## src/hdl/sobel_gradient_products_defines.svh

```systemverilog
// assertion helpers, the including module provides i_clk and i_rst_n
`ifndef SOBEL_GRADIENT_PRODUCTS_DEFINES_SVH
`define SOBEL_GRADIENT_PRODUCTS_DEFINES_SVH

// same-cycle implication
`define SGP_ASSERT_NOW(lbl, ante, cons, msg) \
    lbl: assert property (@(posedge i_clk) disable iff (!i_rst_n) (ante) |-> (cons)) \
        else $error(msg);

// next-cycle implication
`define SGP_ASSERT_NEXT(lbl, ante, cons, msg) \
    lbl: assert property (@(posedge i_clk) disable iff (!i_rst_n) (ante) |=> (cons)) \
        else $error(msg);

`endif

```

## src/hdl/sgp_pkg.sv

```systemverilog
package sgp_pkg;

    localparam int PIX_W         = 8;
    localparam int CFG_W         = 12;
    localparam int CFG_IDX_W     = 1;
    localparam int ROW_W         = 12;
    localparam int CCOL_W        = 11;
    localparam int SQ_W          = 20;
    localparam int CP_W          = 21;
    localparam int GRAD_W        = 11;
    // wide enough for a 12-bit register and a line length up to 8192
    localparam int CMP_W         = 14;
    localparam int MAX_WIDTH_DEF = 2048;

    localparam logic [CFG_IDX_W-1:0] CFG_IMAGE_WIDTH  = 1'b0;
    localparam logic [CFG_IDX_W-1:0] CFG_IMAGE_HEIGHT = 1'b1;

    localparam logic [CFG_W-1:0] WIDTH_RESET  = 12'd640;
    localparam logic [CFG_W-1:0] HEIGHT_RESET = 12'd480;
    localparam logic [CFG_W-1:0] MIN_DIM      = 12'd3;

    typedef logic [PIX_W-1:0] t_pix;

    // [row][col], row 0 top, col 2 newest
    typedef logic [2:0][2:0][PIX_W-1:0] t_window;

    typedef struct packed {
        logic rd;   // pixel transfer, read line stores at its column
        logic wr;   // held pixel moves on: write back, shift window
    } t_win_ctrl;

endpackage

```

## src/hdl/sgp_grad.sv

```systemverilog
module sgp_grad (
    input  logic                                 i_clk,
    input  logic                                 i_en,
    input  sgp_pkg::t_window                     i_window,
    output logic [sgp_pkg::SQ_W-1:0]             o_vertical_sq,
    output logic [sgp_pkg::SQ_W-1:0]             o_horizontal_sq,
    output logic signed [sgp_pkg::CP_W-1:0]      o_cross_product
);

    localparam int GW = sgp_pkg::GRAD_W;
    localparam int SW = sgp_pkg::GRAD_W - 1;

    logic [SW-1:0]          bot_sum, top_sum, rgt_sum, lft_sum;
    logic signed [GW-1:0]   gv, gh;
    logic signed [GW-1:0]   r_gv, r_gh;
    logic signed [2*GW-1:0] vv, hh, vh;
    logic [sgp_pkg::SQ_W-1:0]        r_vsq, r_hsq;
    logic signed [sgp_pkg::CP_W-1:0] r_cp;

    // 1,2,1 weighted sums of the outer rows and columns
    assign bot_sum = SW'(i_window[2][0]) + {1'b0, i_window[2][1], 1'b0} + SW'(i_window[2][2]);
    assign top_sum = SW'(i_window[0][0]) + {1'b0, i_window[0][1], 1'b0} + SW'(i_window[0][2]);
    assign rgt_sum = SW'(i_window[0][2]) + {1'b0, i_window[1][2], 1'b0} + SW'(i_window[2][2]);
    assign lft_sum = SW'(i_window[0][0]) + {1'b0, i_window[1][0], 1'b0} + SW'(i_window[2][0]);

    assign gv = $signed({1'b0, bot_sum}) - $signed({1'b0, top_sum});
    assign gh = $signed({1'b0, rgt_sum}) - $signed({1'b0, lft_sum});

    assign vv = r_gv * r_gv;
    assign hh = r_gh * r_gh;
    assign vh = r_gv * r_gh;

    always_ff @(posedge i_clk) begin
        if (i_en) begin
            r_gv  <= gv;
            r_gh  <= gh;
            r_vsq <= vv[sgp_pkg::SQ_W-1:0];
            r_hsq <= hh[sgp_pkg::SQ_W-1:0];
            r_cp  <= vh[sgp_pkg::CP_W-1:0];
        end
    end

    assign o_vertical_sq   = r_vsq;
    assign o_horizontal_sq = r_hsq;
    assign o_cross_product = r_cp;

endmodule

```

## config.mk

```make
export PLATFORM = sky130hd
export DESIGN_NAME = sgp_grad
export DESIGN_NICKNAME = d
export VERILOG_FILES = /design/src/hdl/sobel_gradient_products_defines.svh /design/src/hdl/sgp_pkg.sv /design/src/hdl/sgp_grad.sv
export SDC_FILE = /design/constraint.sdc
export NUM_CORES = 1
export LEC_CHECK = 0
export BUFFER_PORTS_ARGS = -buffer_cell sky130_fd_sc_hd__buf_4
export CORE_MARGIN = 1
export CORE_UTILIZATION = 45
export DETAILED_ROUTE_END_ITERATION = 8
export PLACE_DENSITY = 0.68
export SYNTH_ARGS = -nofsm -noshare
export SYNTH_HDL_FRONTEND = slang
export SYNTH_SLANG_ARGS = --single-unit
export TNS_END_PERCENT = 10
```

## constraint.sdc

```tcl
create_clock -name i_clk -period 16.5 [get_ports i_clk]
set_clock_uncertainty 0.2 [all_clocks]
set_input_delay 1.65 -clock i_clk [delete_from_list [all_inputs] [get_ports i_clk]]
set_output_delay 1.65 -clock i_clk [all_outputs]
set_load 0.02 [all_outputs]
```

==> results of run 1 <==
==> layout make-up <==
cell class                      instances  share of cell area
Sequential cell                        81               0.130
Timing Repair Buffer                  129              0.0518
Multi-Input combinational cell       1084               0.671
Inverter                              483              0.0970
Clock buffer                           11              0.0124
Tap cell                              504              0.0337
Clock inverter                          4             0.00368
==> how the worst max path moves through the flow <==
stage,startpoint,endpoint,slack (ps),depth (start not counted)
2_1_floorplan,r_gv[10],o_cross_product[19],10600,19
3_5_place_dp,r_gv[0],o_vertical_sq[18],10020,16
6_report,r_gv[0],o_vertical_sq[18],9960,16
5_1_grt,r_gv[0],o_vertical_sq[19],9400,17
3_3_place_gp,r_gv[0],o_vertical_sq[18],10040,16
4_1_cts,r_gv[0],o_vertical_sq[18],9990,16
==> kinds of logic (layout without fill, tap and decap cells) <==
group	Yosys count	in the layout	synth area share
adder cells (fa/ha/maj)	515	515	0.540
AND/OR/NAND/NOR	351	351	0.104
flip-flops	81	81	0.143
XOR/XNOR	93	93	0.0480
buffers and inverters	529	627	0.117
multiplexers	2	2	0.00118
AO/OA/AOI/OAI	121	121	0.0455
other	1	2	0.000221
==> flip-flops by register name, summed over array words and instances, names as in the netlist <==
register	cells
o_cross_product	21
o_horizontal_sq	19
o_vertical_sq	19
r_gh	11
r_gv	11
==> through the flow <==
stage               utilization  cell area [µm²]  worst slack (ps)
floorplan                     -            17000             10600
global placement          0.499            18400             10040
detailed placement        0.499            18400             10020
CTS                       0.507            18700              9990
global route              0.507            18700              9400
finish                    0.507            18700              9960
==> critical path: cells and delay by family, from the launching register on <==
family	cells	cell delay, ps
AO/OA/AOI/OAI	5	1260
adder cells (fa/ha/maj)	6	2530
buffers and inverters	3	770
flip-flops	1	850
AND/OR/NAND/NOR	2	780
==> placed cells by master, fill, tap and decap left out, types with 2 or more instances in the layout <==
cell type,n
inv_1,481
fa_1,363
ha_1,152
buf_4,129
nand2_1,123
and2_1,96
edfxtp_1,81
xnor2_1,73
nor2_1,49
a21oi_1,38
nor2b_1,34
o21ai_0,20
xor2_1,20
nor3_1,14
nand2b_1,10
a21o_1,10
a31oi_1,9
clkbuf_16,9
o21a_1,8
a211oi_1,7
or3_1,5
o31ai_1,5
o21bai_1,5
clkinv_1,3
or2_2,3
and3_1,3
o311ai_0,2
a311oi_1,2
nand3_1,2
or4b_1,2
nor4_1,2
o211ai_1,2
a31o_2,2
mux2i_1,2
or4_1,2
a21boi_0,2
conb_1,2
clkbuf_1,2
bufinv_16,2
==> routing by layer <==
metal  up-vias  GRT usage  wire [µm]
li1       5215          -          -
met1      5676      0.245      14500
met3        33     0.0273       1550
met5         -          0          0
met2       244      0.335      16500
met4         0     0.0486        516
==> reports/metrics.csv, run 1 <==
stage;metric;value;unit
sta;fmax;153;MHz
clock_network;cts_resized;0;
sta;hold_ws;826;ps
floorplanning;die_y;196;µm
cells_and_area;area_growth;10.2;%
clock_network;cts.path.max_buffers;2;
setup_path;critical_path_required;16510;ps
setup_path;worst_path_max_delay_cell;edfxtp_1;
sta;tightest_slew;1120;ps
grt;antenna_found_initial;0;
route;first_iter_violations;484;
setup_path;crit_top_cell;fa_1;
cells_and_area;multi_input_area;12600;µm²
synth;synthCells;1693;
synth;synth_ff_type;edfxtp_1;
setup_path;rr_startpoint;r_gv[0];
setup_path;path_max_fanout;18;
route;vias;11200;
cells_and_area;layout.nets;2377;
synth;yosysTopAreaCell;fa_1;
sta;fin_crit_sh;0.397;
synth;yosysTopAreaCellShare;0.428;
sta;max-slew-margin-rel;0.256;
floorplanning;die_width;196;µm
synth;synth_common_cells;inv_1, fa_1, ha_1;
floorplanning;pin_count;135;
place;dp_hpwl;27000;µm
cells_and_area;antennaDiodeCount;0;
place;place.gp.congestion;0.824;
flow_run;drv_cap;0;
floorplanning;die_area;38500;µm²
synth;synth-seq-area-share;0.143;
clock_network;root_buffer;clkbuf_16;
sta;slew_violations;0;
route;antenna_violating_nets_post_route;0;
route;avgRoutedWirePerCell;14.4;µm
hold_path;hp-class;reg2reg;
setup_path;path_class;reg2reg;
clock_network;clk_pin_slew;70;ps
setup_path;crit_chain;clkinv_1 -> nor2_1 -> inv_1 -> fa_1 -> fa_1 -> inv_1 -> fa_1 -> fa_1 -> fa_1 -> ha_1 -> o21a_1 -> o21ai_0 -> a211oi_1 -> o31ai_1 -> or4b_1 -> o211ai_1;
floorplanning;core-area;36900;µm²
setup_path;timing.rr.end;o_vertical_sq[18];
cells_and_area;drive_gt1_frac;0.0837;
floorplanning;initial_core_util;0.460;
place;numPortBuffers;124;
sta;min_period;6540;ps
cells_and_area;seqCellArea;2430;µm²
synth;synthArstFlopShare;0;
synth;synth_area_per_cell;10.0;µm²
synth;post-synth-top-count-cell;inv_1;
clock_network;cts_tree;built;
sta;rsz0062_at_grt;false;
clock_network;numCtsBuffers;9;
grt;gr-total-overflow;0;
clock_network;htreeDepth;3;
setup_path;slowest_delay;850;ps
place;place_inst;2281;
route;routed_wl;33100;µm
route;drc;0;
clock_network;worst_skew_pair.late_latency;360;ps
sta;timing.setup.tns;0;ps
synth;synth-edff-count;81;
route;firstDrtPassIters;5;
synth;synth_warnings;0;
clock_network;cts.sinks;81;
synth;ys_ff_latch;81;
grt;grt_pass1_vias;12600;
cells_and_area;fill_cells;3365;
synth;syn-cell-area;17000;µm²
cells_and_area;stdcell_count;2296;
synth;ys_types;52;
setup_path;endpoint_kind;flop;
sta;hold_viol;0;
setup_path;rrSetupSlack;9960;ps
setup_path;ff2ff_path_depth;16;
route;viasPerCell;4.86;
sta;finalSetupViolations;0;
status;status;completed;
clock_network;cts_setup_buffers;0;
grt;grt_util_all_layers;0.190;
grt;grt_max_degree;82;
setup_path;start_kind;flop;
hold_path;hold_depth;0;
synth;synthTopCellsByArea;fa_1, edfxtp_1, ha_1;
setup_path;cp.arrival;6550;ps
hold_path;hp-start;r_gv[0];
hold_path;worst_hold_path.endpoint;o_vertical_sq[0];
floorplanning;rows;70;
grt;grt_pass1_wl;58600;µm
clock_network;postCtsHoldBufs;0;
Power of run 1 is left out: the tool's default activity adds up to more than one toggle a clock period on the data nets, which glitch-free logic cannot reach.
==> inputs of run 2 (changes only) <==
- ABC_AREA: unset -> 1
- clock period: 16.5 -> 6.85 ns (I/O delays scaled with it)
==> run 2 against run 1 <==
Compared with the run above:
- area after synthesis up 4.8%
- cell count increased by 16%
- global-route usage up 0.93 points
- cell area up 4.4%
- highest routed layer unchanged
==> reports/metrics.csv, run 2 <==
stage;metric;value;unit
status;status;completed;
synth;yosysTopAreaCell;fa_1;
sta;fmax;176;MHz
route;vias;12700;
clock_network;root_buffer;clkbuf_16;
route;avgRoutedWirePerCell;13.6;µm
floorplanning;initial_core_util;0.458;
synth;ys_types;37;
clock_network;cts_setup_buffers;0;
setup_path;critical_path_required;6760;ps
clock_network;cts.sinks;81;
place;dp_hpwl;30300;µm
route;routed_wl;36300;µm
cells_and_area;fill_cells;3637;
setup_path;timing.rr.end;o_vertical_sq[19];
setup_path;endpoint_kind;flop;
cells_and_area;multi_input_area;12700;µm²
cells_and_area;final_cell_mix;inv_1, nand2_1, fa_1;
clock_network;clk_pin_slew;70;ps
clock_network;postCtsHoldBufs;0;
synth;synth-seq-area-share;0.137;
grt;gr-total-overflow;0;
synth;synth-edff-count;81;
sta;finalSetupViolations;0;
synth;ys_ff_latch;81;
grt;antenna_found_initial;0;
grt;grt_max_degree;82;
cells_and_area;mostFrequentLayoutCell;inv_1;
clock_network;worst_skew_pair.late_latency;380;ps
clock_network;cts_resized;0;
place;place.gp.congestion;0.848;
sta;hold_viol;0;
flow_run;drv_cap;0;
setup_path;crit_top_cell;inv_1;
clock_network;cts_tree;built;
route;antenna_violating_nets_post_route;0;
floorplanning;die_width;201;µm
cells_and_area;largest_reg_flops;21;
cells_and_area;seqCellArea;2430;µm²
setup_path;start_kind;flop;
setup_path;path_class;reg2reg;
floorplanning;pin_count;135;
grt;grt_util_all_layers;0.199;
setup_path;slowest_delay;1030;ps
sta;tightest_slew;1070;ps
hold_path;worst_hold_path.endpoint;r_gh[0];
sta;setup_ws;1170;ps
synth;synthTopCellsByArea;fa_1, inv_1, edfxtp_1;
synth;synth_common_cells;inv_1, nand2_1, fa_1;
route;first_iter_violations;722;
cells_and_area;utilization;0.503;
setup_path;worst_path_max_delay_cell;edfxtp_1;
place;numPortBuffers;124;
setup_path;crit_chain;inv_1 -> nand2_1 -> inv_1 -> fa_1 -> inv_1 -> fa_1 -> inv_1 -> fa_1 -> inv_1 -> fa_1 -> inv_1 -> fa_1 -> ha_1 -> a21oi_1 -> o21ai_0 -> a21oi_1 -> nand2_1 -> nand3_1 -> nand2_1;
sta;max-slew-margin-rel;0.286;
clock_network;htreeDepth;3;
sta;rsz0062_at_grt;false;
cells_and_area;layout.nets;2738;
hold_path;hp-start;i_window[1];
floorplanning;rows;72;
grt;grt_pass1_vias;14200;
synth;syn-cell-area;17800;µm²
setup_path;rrSetupSlack;1170;ps
hold_path;hp-class;in2reg;
setup_path;rr_startpoint;r_gv[8];
place;dpl_worst_slack;1210;ps
sta;min_period;5680;ps
sta;timing.setup.tns;0;ps
setup_path;path_max_fanout;23;
synth;synth_area_per_cell;8.67;µm²
synth;yosysTopAreaCellShare;0.408;
setup_path;ff2ff_path_depth;19;
floorplanning;die_y;201;µm
cells_and_area;drive_gt1_frac;0.0803;
floorplanning;core-area;38800;µm²
route;viasPerCell;4.75;
grt;grt_pass1_wl;65100;µm
route;drc;0;
synth;synthCells;2053;
route;firstDrtPassIters;5;
sta;fin_crit_sh;0.829;
sta;slew_violations;0;
floorplanning;die_area;40300;µm²
cells_and_area;area_growth;9.70;%
clock_network;cts.path.max_buffers;2;
cells_and_area;antennaDiodeCount;0;
clock_network;numCtsBuffers;9;
synth;synth_ff_type;edfxtp_1;
hold_path;hold_depth;3;
synth;synthArstFlopShare;0;
synth;post-synth-top-count-cell;inv_1;
setup_path;cp.arrival;5590;ps
synth;synth_warnings;0;
-- run 2: cell count changes in the layout (fill, tap and decap cells not counted), moves of 10 or more --
cell | before | now
a21oi_1 | 38 | 66
and2_1 | 96 | 0
inv_1 | 481 | 658
nand2_1 | 123 | 425
nand3_1 | 2 | 42
nand4_1 | 1 | 11
nor2_1 | 49 | 63
nor2b_1 | 34 | 0
nor3_1 | 14 | 1
xnor2_1 | 73 | 15
xor2_1 | 20 | 52
-- run 2: area by class of cell --
class                      instances  area share
timing repair buffer             133      0.0512
tap                              518      0.0332
sequential                        81       0.125
clock inverter                     7     0.00237
multi-input combinational       1265       0.650
inverter                         659       0.127
clock buffer                       9      0.0115
-- run 2: worst max-delay path: cells and delay by family (launching register included) --
kind / cells / cell delay (ps)
DFF: 1 / 1030
and+or+nand+nor: 4 / 420
buffers and inverters: 6 / 440
adders and majority gates: 6 / 2820
AOI/OAI and AO/OA: 3 / 480
-- run 2: routing by layer --
metal | wire, µm | global-route usage
met3 | 1580 | 0.0239
met5 | 0 | 0
met2 | 18600 | 0.360
met1 | 15400 | 0.248
met4 | 723 | 0.0630
-- run 2: worst max path at each step --
stage	to	slack (ps)	depth (start not counted)	startpoint
6_report	o_vertical_sq[19]	1170	19	r_gv[8]
4_1_cts	o_cross_product[20]	1200	18	r_gv[10]
5_1_grt	o_vertical_sq[19]	810	16	r_gv[8]
3_5_place_dp	o_cross_product[20]	1210	18	r_gv[10]
2_1_floorplan	o_horizontal_sq[19]	1820	20	r_gh[10]
3_3_place_gp	o_cross_product[20]	1260	18	r_gv[10]
-- run 2: logic make-up after synthesis --
logic type                 share of synthesized area
AOI/OAI and AO/OA                             0.0368
xor gates and xnor gates                      0.0330
adders and majority gates                      0.515
buffers and inverters                          0.150
DFF                                            0.137
other                                       0.000211
and+or+nand+nor                                0.128
-- run 2: per-stage QoR --
stage / cells / hold WS, ps / area, µm²
3_5_place_dp: 2656 / 655 / 19200
5_1_grt: 2672 / 673 / 19500
2_1_floorplan: 2054 / 292 / 17800
3_3_place_gp: 2656 / 661 / 19200
4_1_cts: 2672 / 638 / 19500
6_report: 2672 / 641 / 19500
Power of run 2 is left out for the same reason.
